$ cat src/rtl/rrts_pkg.sv
// Shared constants, codes and item types of the round-robin task scheduler.
package rrts_pkg;

  localparam int SLOTS  = 16;
  localparam int SLOT_W = $clog2(SLOTS);
  localparam int CNT_W  = $clog2(SLOTS + 1);
  localparam int QREGS  = 4;
  localparam int QIDX_W = 2;
  localparam int Q_W    = 3;
  localparam int PID_W  = 16;

  // Item kinds.
  localparam logic [2:0] KIND_TICK   = 3'd0;
  localparam logic [2:0] KIND_ADD    = 3'd1;
  localparam logic [2:0] KIND_REMOVE = 3'd2;
  localparam logic [2:0] KIND_YIELD  = 3'd3;
  localparam logic [2:0] KIND_REAP   = 3'd4;

  // Slot modes.
  localparam logic [1:0] MODE_READY   = 2'd0;
  localparam logic [1:0] MODE_RUNNING = 2'd1;
  localparam logic [1:0] MODE_ZOMBIE  = 2'd2;

  // Result status codes.
  localparam logic [1:0] ST_OK        = 2'd0;
  localparam logic [1:0] ST_FULL      = 2'd1;
  localparam logic [1:0] ST_NOT_FOUND = 2'd2;
  localparam logic [1:0] ST_NO_RUN    = 2'd3;

  // Reset values of the quantum registers.
  localparam logic [Q_W-1:0] Q_RESET0 = 3'd4;
  localparam logic [Q_W-1:0] Q_RESET1 = 3'd3;
  localparam logic [Q_W-1:0] Q_RESET2 = 3'd2;
  localparam logic [Q_W-1:0] Q_RESET3 = 3'd1;

  typedef struct packed {
    logic [2:0]       kind;
    logic [PID_W-1:0] task_id;
    logic [1:0]       priority_req;
  } req_t;

  typedef struct packed {
    logic [PID_W-1:0] running_id;
    logic             have_running;
    logic             switched;
    logic [1:0]       status;
  } rsp_t;

  // Commands from the controller to the datapath.
  typedef struct packed {
    logic accept;
    logic add2;
    logic rem;
    logic tick;
    logic reap;
    logic finish;
  } cmd_t;

  // Status from the datapath to the controller.
  typedef struct packed {
    logic go_add2;
    logic go_rem;
    logic go_tick;
    logic go_reap;
    logic walk_end;
  } sts_t;

endpackage

$ cat src/rtl/rrts_ctrl.sv
// Controller state machine of the round-robin task scheduler.
module rrts_ctrl (
  input  logic          clk,
  input  logic          rst,
  input  logic          req_valid,
  output logic          req_ready,
  output logic          rsp_valid,
  input  logic          rsp_ready,
  input  rrts_pkg::sts_t sts,
  output rrts_pkg::cmd_t cmd
);
  import rrts_pkg::*;

  typedef enum logic [5:0] {
    S_IDLE = 6'b000001,
    S_ADD2 = 6'b000010,
    S_REM  = 6'b000100,
    S_TICK = 6'b001000,
    S_REAP = 6'b010000,
    S_DONE = 6'b100000
  } state_t;

  state_t state, state_next;
  logic   accept;
  logic   finish;

  assign req_ready = (state == S_IDLE);
  assign accept    = req_valid && req_ready;
  assign finish    = (state == S_DONE) && (!rsp_valid || rsp_ready);

  // Commands follow the current state.
  always_comb begin
    cmd        = '0;
    cmd.accept = accept;
    cmd.add2   = (state == S_ADD2);
    cmd.rem    = (state == S_REM);
    cmd.tick   = (state == S_TICK);
    cmd.reap   = (state == S_REAP);
    cmd.finish = finish;
  end

  // Next state.
  always_comb begin
    state_next = state;
    case (state)
      S_IDLE: begin
        if (accept) begin
          if (sts.go_add2)      state_next = S_ADD2;
          else if (sts.go_rem)  state_next = S_REM;
          else if (sts.go_tick) state_next = S_TICK;
          else if (sts.go_reap) state_next = S_REAP;
          else                  state_next = S_DONE;
        end
      end
      S_ADD2, S_REM, S_TICK, S_REAP: begin
        if (sts.walk_end) state_next = S_DONE;
      end
      S_DONE: begin
        if (finish) state_next = S_IDLE;
      end
      default: state_next = S_IDLE;
    endcase
  end

  // State and result valid flag.
  always_ff @(posedge clk) begin
    if (rst) begin
      state     <= S_IDLE;
      rsp_valid <= 1'b0;
    end else begin
      state <= state_next;
      if (finish) rsp_valid <= 1'b1;
      else if (rsp_ready) rsp_valid <= 1'b0;
    end
  end

endmodule

$ cat src/rtl/rrts_datapath.sv
// Datapath of the round-robin task scheduler: slot tables, ring pointers and walker.
module rrts_datapath (
  input  logic                         clk,
  input  logic                         rst,
  input  rrts_pkg::req_t               req,
  input  logic                         cfg_we,
  input  logic [rrts_pkg::QIDX_W-1:0]  cfg_index,
  input  logic [rrts_pkg::Q_W-1:0]     cfg_data,
  input  rrts_pkg::cmd_t               cmd,
  output rrts_pkg::sts_t               sts,
  output rrts_pkg::rsp_t               rsp
);
  import rrts_pkg::*;

  // Slot tables.
  logic [SLOT_W-1:0] link_next [SLOTS];
  logic [PID_W-1:0]  slot_pid  [SLOTS];
  logic [1:0]        slot_prio [SLOTS];
  logic [1:0]        slot_mode [SLOTS];
  logic [SLOTS-1:0]  slot_used;

  // Ring and scheduling state.
  logic [SLOT_W-1:0] ring_head, ring_tail, running_slot;
  logic              ring_empty;
  logic [Q_W-1:0]    quantum_left;
  logic [CNT_W-1:0]  task_count;
  logic [PID_W-1:0]  running_pid;
  logic [Q_W-1:0]    quantum [QREGS];

  // Walker and latched item.
  logic [SLOT_W-1:0] cur, prev, new_slot;
  logic [CNT_W-1:0]  cnt;
  logic [PID_W-1:0]  pid_r;
  logic [1:0]        status_r;
  logic              sw_r;

  logic [SLOT_W-1:0] link_cur;
  logic [PID_W-1:0]  pid_cur;
  logic [1:0]        prio_cur;
  logic [1:0]        mode_cur;
  logic [SLOT_W-1:0] free_slot;
  logic              full;
  logic [Q_W-1:0]    q_dec;
  logic              pid_match;
  logic              reap_gone;

  assign link_cur  = link_next[cur];
  assign pid_cur   = slot_pid[cur];
  assign prio_cur  = slot_prio[cur];
  assign mode_cur  = slot_mode[cur];
  assign full      = (task_count >= CNT_W'(SLOTS));
  assign q_dec     = (quantum_left != '0) ? quantum_left - 1'b1 : '0;
  assign pid_match = (pid_cur == pid_r);
  assign reap_gone = (mode_cur == MODE_ZOMBIE) && (cur != running_slot);

  // Lowest free slot.
  always_comb begin
    free_slot = '0;
    for (int i = SLOTS - 1; i >= 0; i--) begin
      if (!slot_used[i]) free_slot = SLOT_W'(i);
    end
  end

  // Status toward the controller.
  always_comb begin
    sts.go_add2  = (req.kind == KIND_ADD) && !full && !ring_empty;
    sts.go_rem   = (req.kind == KIND_REMOVE) && !ring_empty;
    sts.go_tick  = (req.kind == KIND_TICK) && !ring_empty && (q_dec == '0);
    sts.go_reap  = (req.kind == KIND_REAP) && !ring_empty;
    sts.walk_end = cmd.add2
                || (cmd.rem && (pid_match || link_cur == ring_head))
                || (cmd.tick && cnt != '0 && (mode_cur != MODE_ZOMBIE || cnt > task_count))
                || (cmd.reap && cnt != '0 && cur == ring_head);
  end

  // Slot tables, written without reset.
  always_ff @(posedge clk) begin
    if (cmd.accept && req.kind == KIND_ADD && !full) begin
      slot_pid[free_slot]  <= req.task_id;
      slot_prio[free_slot] <= req.priority_req;
      if (ring_empty) begin
        link_next[free_slot] <= free_slot;
        slot_mode[free_slot] <= MODE_RUNNING;
      end else begin
        link_next[ring_tail] <= free_slot;
        slot_mode[free_slot] <= MODE_READY;
      end
    end
    if (cmd.add2) link_next[new_slot] <= ring_head;
    if (cmd.rem && pid_match) slot_mode[cur] <= MODE_ZOMBIE;
    if (cmd.tick) begin
      if (cnt == '0) begin
        if (mode_cur == MODE_RUNNING) slot_mode[cur] <= MODE_READY;
      end else if (mode_cur != MODE_ZOMBIE) begin
        slot_mode[cur] <= MODE_RUNNING;
      end
    end
    if (cmd.reap && cnt != '0 && cur != ring_head && reap_gone) link_next[prev] <= link_cur;
  end

  // Walker and item registers.
  always_ff @(posedge clk) begin
    if (cmd.accept) begin
      pid_r    <= req.task_id;
      new_slot <= free_slot;
      cur      <= (req.kind == KIND_TICK) ? running_slot : ring_head;
      cnt      <= '0;
    end
    if (cmd.rem && !pid_match) cur <= link_cur;
    if (cmd.tick) begin
      if (cnt == '0) begin
        cur <= link_cur;
        cnt <= CNT_W'(1);
      end else if (mode_cur == MODE_ZOMBIE && cnt <= task_count) begin
        cur <= link_cur;
        cnt <= cnt + 1'b1;
      end
    end
    if (cmd.reap) begin
      if (cnt == '0) begin
        prev <= cur;
        cur  <= link_cur;
        cnt  <= CNT_W'(1);
      end else if (cur != ring_head) begin
        if (!reap_gone) prev <= cur;
        cur <= link_cur;
      end
    end
  end

  // Control state with reset.
  always_ff @(posedge clk) begin
    if (rst) begin
      slot_used    <= '0;
      ring_head    <= '0;
      ring_tail    <= '0;
      running_slot <= '0;
      ring_empty   <= 1'b1;
      quantum_left <= '0;
      task_count   <= '0;
      running_pid  <= '0;
      status_r     <= ST_OK;
      sw_r         <= 1'b0;
      quantum[0]   <= Q_RESET0;
      quantum[1]   <= Q_RESET1;
      quantum[2]   <= Q_RESET2;
      quantum[3]   <= Q_RESET3;
    end else begin
      if (cfg_we) quantum[cfg_index] <= cfg_data;

      // Work done in the cycle an item is taken.
      if (cmd.accept) begin
        status_r <= ST_OK;
        sw_r     <= 1'b0;
        case (req.kind)
          KIND_TICK: begin
            if (ring_empty) status_r <= ST_NO_RUN;
            else quantum_left <= q_dec;
          end
          KIND_ADD: begin
            if (full) begin
              status_r <= ST_FULL;
            end else begin
              slot_used[free_slot] <= 1'b1;
              task_count           <= task_count + 1'b1;
              if (ring_empty) begin
                ring_empty   <= 1'b0;
                ring_head    <= free_slot;
                ring_tail    <= free_slot;
                running_slot <= free_slot;
                running_pid  <= req.task_id;
                quantum_left <= quantum[req.priority_req];
              end
            end
          end
          KIND_REMOVE: begin
            if (ring_empty) status_r <= ST_NOT_FOUND;
          end
          KIND_YIELD: begin
            if (ring_empty) status_r <= ST_NO_RUN;
            else quantum_left <= '0;
          end
          default: ;
        endcase
      end

      if (cmd.add2) ring_tail <= new_slot;

      if (cmd.rem && !pid_match && link_cur == ring_head) status_r <= ST_NOT_FOUND;

      // Switch to the first task that is not a zombie.
      if (cmd.tick && cnt != '0) begin
        if (mode_cur != MODE_ZOMBIE) begin
          running_slot <= cur;
          running_pid  <= pid_cur;
          quantum_left <= quantum[prio_cur];
          sw_r         <= 1'b1;
        end else if (cnt > task_count) begin
          status_r <= ST_NO_RUN;
        end
      end

      // Unlink a zombie that is not running.
      if (cmd.reap && cnt != '0 && cur != ring_head && reap_gone) begin
        slot_used[cur] <= 1'b0;
        task_count     <= task_count - 1'b1;
        if (cur == ring_tail) ring_tail <= prev;
      end
    end
  end

  // Result register.
  always_ff @(posedge clk) begin
    if (cmd.finish) begin
      rsp.running_id   <= ring_empty ? '0 : running_pid;
      rsp.have_running <= !ring_empty;
      rsp.switched     <= sw_r;
      rsp.status       <= status_r;
    end
  end

endmodule

$ cat src/rtl/round_robin_task_scheduler_top.sv
// Top level of the round-robin task scheduler.
// The scheduler takes one item at a time and returns one result per item. Yield,
// an unknown kind, a plain tick, an add to a full table and any item on an empty
// ring go straight from accept to DONE and the result; any other add first passes
// ADD2, which links the new slot in at the tail. Remove, a tick that ends the
// quantum and reap walk the ring one slot a cycle through the single link table
// read port. A new item is taken while an earlier result still waits in the output
// register.
module round_robin_task_scheduler_top (
  input  logic                         clk,
  input  logic                         rst,
  input  logic                         req_valid,
  output logic                         req_ready,
  input  rrts_pkg::req_t               req,
  output logic                         rsp_valid,
  input  logic                         rsp_ready,
  output rrts_pkg::rsp_t               rsp,
  input  logic                         cfg_we,
  input  logic [rrts_pkg::QIDX_W-1:0]  cfg_index,
  input  logic [rrts_pkg::Q_W-1:0]     cfg_data
);
  import rrts_pkg::*;

  cmd_t cmd;
  sts_t sts;

  rrts_ctrl u_ctrl (
    .clk       (clk),
    .rst       (rst),
    .req_valid (req_valid),
    .req_ready (req_ready),
    .rsp_valid (rsp_valid),
    .rsp_ready (rsp_ready),
    .sts       (sts),
    .cmd       (cmd)
  );

  rrts_datapath u_datapath (
    .clk       (clk),
    .rst       (rst),
    .req       (req),
    .cfg_we    (cfg_we),
    .cfg_index (cfg_index),
    .cfg_data  (cfg_data),
    .cmd       (cmd),
    .sts       (sts),
    .rsp       (rsp)
  );

endmodule

$ cat config.mk
export PLATFORM = sky130hd
export DESIGN_NAME = round_robin_task_scheduler_top
export DESIGN_NICKNAME = d
export VERILOG_FILES = /design/src/rtl/rrts_pkg.sv /design/src/rtl/rrts_ctrl.sv /design/src/rtl/rrts_datapath.sv /design/src/rtl/round_robin_task_scheduler_top.sv
export SDC_FILE = /design/constraint.sdc
export NUM_CORES = 1
export LEC_CHECK = 0
export ABC_AREA = 0
export BUFFER_PORTS_ARGS = -buffer_cell sky130_fd_sc_hd__buf_2
export CORE_MARGIN = 2
export CORE_UTILIZATION = 40
export CTS_CLUSTER_SIZE = 10
export DETAILED_ROUTE_END_ITERATION = 10
export GPL_TIMING_DRIVEN = 0
export SLEW_MARGIN = 25
export SYNTH_ARGS = -nofsm -noshare
export SYNTH_HDL_FRONTEND = slang
export SYNTH_HIERARCHICAL = 1
export SYNTH_SLANG_ARGS = --single-unit
$ cat constraint.sdc
create_clock -name clk -period 13.2 [get_ports clk]
set_input_delay 0.66 -clock clk [delete_from_list [all_inputs] [get_ports clk]]
set_output_delay 0.66 -clock clk [all_outputs]
set_load 0.02 [all_outputs]
==> impl_results.md, run 1 <==
* Status: finished, final reports clean
* Worst Hold Class: input port to flip-flop
* DP Area at 25700 µm²
* Reg2reg end: u_datapath/link_next[6][3]
* Slew @ Worst Pin at ~1200 ps
* Total power at ~4.5 mW
* CTS Hold Buffers Added at 0
* Post-layout util at 0.464
* # DRC at 0
* Area Overhead vs Synth at 14.5%
* Ports at between 50 and 60
* Worst hold start: rsp_ready
* Drt pass-1 iters at 6
* Num CTS Buffers at between 50 and 60
* Cell Count, Final, Fillers Out at between 2000 and 3000
* H-tree levels at 2
* Final HPWL DP at 52300 µm
* Row Count at 89
* Final wirelength at 74400 µm
* Post-synthesis xor/xnor area fraction at 0.0150
* Area share of the largest cell type after synthesis at 0.551
* Compound-gate portion of the synthesized area at 0.0986
* DR vias at 16500
* Largest net degree at the start of global routing at 22
* Largest cells by area after synthesis: edfxtp_1, mux4_2, dfxtp_1, mux2i_1, nor2_1
* Depth of the worst register-to-register path at 12
* Worst-case clock skew at between 20 and 25 ps
* Setup crit end kind: flip-flop
* Post-CTS Setup Inserts at 0
* Ys Warns at 6
* RSZ-0062 raised after global routing: false
* Final setup fails at 0
* Vias in the first global route at 16200
* PortBufs at 52
* Gpl congestion at around 0.94
* Tcrit/Tclk final at 0.420
* Synth Area per Inst at 13.3 µm²
* Die ar. at 61900 µm²
* Clock root buffer: clkbuf_16
* Sequential-to-total area share from yosys stat at 0.612
* Min Tclk post-route at around 5500 ps
* Worst slew margin at 0.224
* CTS tree: yes
* Final Hold Fails at 0
* Final Slew Violations at 0
* DIE HEIGHT at roughly 250 µm
* Initial Util at 0.405
* Fmax at around 180 MHz
* Initial antenna violation count at 3
* CP max-delay cell: mux2i_1
* Required @ worst endpoint at 13470 ps
* CP Launch Type: flip-flop
* Fin area at 27400 µm²
* Layout cell share with drive strength beyond 1 at 0.182
* Reg-to-Reg Start: u_ctrl/state[2]
* Clk_lat worst skew at 640 ps
* Nets at roughly 2000
* Grt ovf at 0
* Power per cell area at roughly 160 nW/µm²
* Synthesis-stage register bit count at 512
* R2r setup slk at about 7700 ps
* Core box area at 59100 µm²
* Adder-cell area share of the yosys netlist at 0.00710
* Largest area contributor in the netlist: edfxtp_1
* Sum Neg Setup Slack at 0 ps
* Leak at 9.09 nW
* Clock transition at path regs at around 60 ps
* Post-synth top flop: edfxtp_1
* Mux cell area share after synthesis at 0.131
* WHS Path Cells at 3
* Initial drt markers at 1849
* Peak VDD IR at 0.123 mV
* Main combinational cell family by area after synthesis: multiplexers
* Cell variety after synth at 89
* Routed WL per cell at about 27 µm
* Antenna Nets Post-Route at 0
* Critical Path Fanout Max at 21
* Post-Syn Instances at around 1800
* Post-synthesis simple-gate area fraction at 0.107
* First-pass GRT wire length at roughly 110000 µm
* Hold EP: u_ctrl/rsp_valid
* CP cell instances: buf_6, nor4_2, nand3b_2, inv_1, and2_1, buf_4, clkbuf_1, nand2_1, nor2_1, mux2i_1, nand2_1, o21ai_0
* Post-synth EDFFs at 440
* CP dominant cell by count: nand2_1
* Worst path max stage delay at between 900 and 1000 ps
* Longest Clk Path Bufs at 3
* Post-CTS resize count at 0
* Mapped cell area at 24000 µm²
* Total GRT Usage at 0.237
* Critical Path AT at 5810 ps
* Clock Sinks at 512
* Type of the worst setup path: flip-flop to flip-flop
* MaxCap Viol Count at 0
* Async SR Flop Fraction at 0
* DIE WIDTH at 249 µm
* Via density at 5.96
* Syn_nets at 1846
* Antenna diodes at 0
* Cell count after placement at 2648
==> logic make-up after synthesis <==
family / Yosys count
and+or+nand+nor: 527
AOI/OAI and AO/OA: 353
xor gates and xnor gates: 41
muxes: 209
buffers and inverters: 147
adders and majority gates: 13
DFF: 512
==> cells in the mapped netlist (all sizes together), types with 9 or more instances <==
cell / instances
nor2: 175
buf: 48
a211oi: 38
a311oi: 11
nand3: 24
mux4: 79
a22oi: 17
nor3b: 10
dfxtp: 72
o211ai: 17
clkbuf: 60
o22ai: 35
mux2i: 102
xnor2: 15
nand4: 9
edfxtp: 440
a21oi: 72
ha: 12
nand2: 161
nor3: 29
mux2: 28
nand2b: 26
nor2b: 31
o21ai: 90
xor2: 26
inv: 37
o221a: 15
and2: 13
==> metrics by stage <==
step	hold WS, ps	worst slack [ps]
detailed placement	421	7800
finish	339	7660
floorplan	403	8880
CTS	321	7780
global route	332	7360
global placement	418	5540
==> cell type report <==
cell class	count	area [µm²]
buffer	108	582
clock buffer	105	1680
clock inverter	7	91.3
fill	5275	31700
inverter	39	146
multi-input combinational	1143	8680
sequential	512	14700
tap	773	967
timing repair buffer	73	623
==> where the power goes <==
| part | switching (mW) | total, mW | internal (mW) |
|---|---|---|---|
| logic | 0.760 | 1.19 | 0.432 |
| registers | 0.0206 | 1.80 | 1.78 |
| clock network | 0.650 | 1.51 | 0.857 |
==> how the worst max path moves through the flow <==
| stage | from | endpoint | slack, ps | depth (start not counted) |
|---|---|---|---|---|
| final | u_ctrl/state[2] | u_datapath/link_next[6][3] | 7660 | 12 |
| after global routing | u_ctrl/state[2] | u_datapath/link_next[10][0] | 7360 | 12 |
| after CTS | u_ctrl/state[2] | u_datapath/link_next[6][2] | 7780 | 12 |
| after detailed placement | u_ctrl/state[2] | u_datapath/link_next[6][3] | 7800 | 12 |
| after global placement | u_ctrl/state[2] | u_datapath/slot_mode[3][1] | 5540 | 12 |
| after floorplan | u_ctrl/state[2] | u_datapath/slot_mode[3][0] | 8880 | 12 |
==> metal layers <==
layer | up-vias | GRT usage | routed length (µm)
li1 | 7200 | - | -
met1 | 8273 | 0.312 | 30000
met2 | 803 | 0.388 | 35300
met3 | 171 | 0.0380 | 5610
met4 | 4 | 0.108 | 3510
met5 | - | 0 | 19
==> sequential cells by signal, summed over array words and instances (netlist names), 6 cells and up <==
register                count
u_datapath/slot_pid       256
u_datapath/link_next       64
u_datapath/slot_mode       32
u_datapath/slot_prio       32
u_datapath/rsp             20
u_datapath/pid_r           16
u_datapath/running_pid     16
u_datapath/slot_used       16
u_datapath/quantum         12
u_ctrl/state                6
==> worst max-delay path, delay by kind of cell, from the launching register on <==
kind / cells / cell delay, ps
flip-flops: 1 / 310
AND/OR/NAND/NOR: 6 / 2210
buffers and inverters: 4 / 1040
multiplexers: 1 / 930
AO/OA/AOI/OAI: 1 / 670
==> cells in the final DEF (no fill, tap or decap), drive strengths merged, types with 4 or more instances in the layout <==
| cell | n |
|---|---|
| buf | 121 |
| nor3 | 29 |
| or2 | 8 |
| clkinv | 7 |
| a221oi | 8 |
| o31ai | 8 |
| nor3b | 10 |
| a311oi | 11 |
| a21oi | 72 |
| nand3b | 6 |
| nand2b | 26 |
| a31oi | 8 |
| edfxtp | 440 |
| dfxtp | 72 |
| nor4 | 8 |
| nand2 | 161 |
| and2 | 13 |
| o21ai | 90 |
| o211ai | 17 |
| clkbuf | 165 |
| and3 | 7 |
| o221a | 15 |
| a211oi | 38 |
| xor2 | 26 |
| nand3 | 24 |
| a22oi | 17 |
| or3 | 7 |
| o22ai | 35 |
| mux4 | 79 |
| mux2 | 28 |
| mux2i | 102 |
| nand4 | 9 |
| nor2 | 175 |
| inv | 38 |
| xnor2 | 15 |
| nor4b | 4 |
| nor2b | 31 |
| ha | 12 |
(Power assumes the default switching activity.)
==> inputs of run 2 (changes only) <==
==> constraint.sdc (replaced) <==
create_clock -name clk -period 5.2 [get_ports clk]
set_input_delay 0.26 -clock clk [delete_from_list [all_inputs] [get_ports clk]]
set_output_delay 0.26 -clock clk [all_outputs]
set_load 0.02 [all_outputs]
==> run 2 against run 1 <==
Highest routed layer unchanged. Sequential power increased to 2.5 times the previous value. Count of clock-buffer cells in the layout unchanged. Wire length about the same. Largest power group unchanged.
==> impl_results.md, run 2 (synthesis results as in run 1) <==
* Status: finished, final reports clean
* WL met3 at 5760 µm
* Grt ovf at 0
* Drt pass-1 iters at 6
* CP Depth at 15
* Most flops, register: u_datapath/slot_pid
* WL met2 at 35400 µm
* Worst-case clock skew at 25.9 ps
* Clk_lat worst skew at 640 ps
* Slew @ Worst Pin at 1170 ps
* Reg2reg end: u_ctrl/state[3]
* Crit path max-delay family: buffers and inverters
* Longest Clk Path Bufs at 3
* Hold EP: u_datapath/slot_pid[11][3]
* Fmax at 203 MHz
* Final Hold Fails at 0
* Initial antenna violation count at 3
* Via density at 5.94
* Setup crit end kind: flip-flop
* Vias in the first global route at 16300
* DIE HEIGHT at 249 µm
* Biggest regs: u_datapath/slot_pid x256, u_datapath/link_next x64
* Uppermost layer routed: met5
* Highest-count cells in the layout ignoring fill and taps: edfxtp_1, nand2_1, nor2_1
* R2r setup slk at approximately 270 ps
* CP dominant cell by count: buf_6
* Depth of the worst register-to-register path at 15
* Clock root buffer: clkbuf_16
* Largest register FFs at 256
* Required @ worst endpoint at ~5800 ps
* Total GRT Usage at 0.238
* DIE WIDTH at 249 µm
* Type of the worst setup path: flip-flop to flip-flop
* Nets at 1992
* Final wirelength at 74400 µm
* RSZ-0062 raised after global routing: false
* Total power at 11.4 mW
* Most common cell after layout, fill and taps aside: edfxtp_1
* Final setup fails at 0
* Clock transition at path regs at 60 ps
* CP max-delay cell: buf_2
* Antenna Nets Post-Route at 0
* Worst Hold Class: input port to flip-flop
* Reg-to-Reg Start: u_datapath/cur[1]
* Routed WL per cell at around 27 µm
* CP Launch Type: flip-flop
* Final Slew Violations at 0
* Leak at 9.13 nW
* Initial Util at 0.405
* First-pass GRT wire length at 109000 µm
* Peak VDD IR at 0.314 mV
* Sum Neg Setup Slack at 0 ps
* Clock Sinks at 512
* Setup WS post-layout at between 200 and 300 ps
* Met1 WL at 29900 µm
* Area Overhead vs Synth at 15.0%
* Gpl congestion at 0.944
* Num CTS Buffers at just under 60
* Pre-CTS setup slack at -201 ps
* CTS tree: yes
* CP cell instances: buf_6, buf_6, buf_6, buf_2, mux4_2, a22oi_1, nand2_1, or2_2, nand3_1, buf_2, nand3_1, a211o_1, o41a_4, nand2b_1, a21oi_1
* # DRC at 0
* Tcrit/Tclk final at 0.949
* Worst path max stage delay at 500 ps
* DR vias at around 16000
* Initial drt markers at 1824
* Critical Path Fanout Max at 10
* Final HPWL DP at 52300 µm
* Worst slew margin at 0.219
* H-tree levels at 2
* Ports at 53
* Critical Path AT at about 5500 ps
* Fill count at between 5000 and 6000
* Core box area at 59100 µm²
* WHS Path Cells at 1
* PortBufs at 52
* Post-CTS Setup Inserts at 0
* Worst Path Buf+Inv at 5
* Largest net degree at the start of global routing at 22
* Worst hold start: req[5]
* Die ar. at around 62000 µm²
* Min Tclk post-route at 4930 ps
* Layout cell share with drive strength beyond 1 at 0.182
* Power per cell area at about 410 nW/µm²
* Row Count at 89
* MaxCap Viol Count at 0
==> run 2: cell types whose count changed in the layout (fill, tap and decap cells not counted), sizes merged <==
| cell | change |
|---|---|
| dlygate4sd3 | +12 |
| diode | +1 |
==> run 2: what timing repair did <==
item	4_1_cts	5_1_grt
pin swaps	0	1
setup endpoints to repair	32	49
gates resized for setup	1	5
endpoints found under the hold margin	49	0
hold buffers	12	0
==> run 2: metrics by stage <==
stage	area (µm²)	utilization	hold WS [ps]	cells
floorplan	24000	-	329	1802
global placement	25200	0.426	418	2627
detailed placement	25700	0.434	421	2648
CTS	27600	0.466	0.307	2772
global route	27600	0.466	22.2	2772
finish	27600	0.466	23.2	2773
==> run 2: how the worst max path moves through the flow <==
stage                      start                          to  slack, ps
6_report       u_datapath/cur[1]             u_ctrl/state[3]        270
5_1_grt        u_datapath/cur[1]    u_datapath/task_count[4]         50
4_1_cts          u_ctrl/state[2]  u_datapath/link_next[5][1]         50
3_5_place_dp     u_ctrl/state[2]  u_datapath/link_next[6][3]       -200
3_3_place_gp     u_ctrl/state[2]  u_datapath/slot_mode[3][1]      -2460
2_1_floorplan    u_ctrl/state[2]  u_datapath/slot_mode[3][0]        880
==> run 2: area by class of cell <==
class	instances	area, µm²	share of cell area
Sequential cell	512	14700	0.532
Inverter	39	146	0.00531
Multi-Input combinational cell	1143	8690	0.315
Buffer	108	582	0.0211
Tap cell	773	967	0.0351
Antenna cell	1	2.50	0.0000908
Clock inverter	7	91.3	0.00331
Timing Repair Buffer	85	743	0.0270
Clock buffer	105	1680	0.0609
==> run 2: routing by layer <==
layer | global-route usage | vias up
li1 | - | 7223
met2 | 0.388 | 795
met5 | 0 | -
met3 | 0.0382 | 168
met1 | 0.312 | 8273
met4 | 0.108 | 4
==> run 2: where the power goes <==
part           switching (mW)  internal [mW]  leakage [nW]  total, mW
sequential             0.0520           4.52          4.65       4.57
combinational            1.92           1.10          3.64       3.02
clock                    1.65           2.18         0.839       3.83
total                    3.63           7.79          9.13       11.4
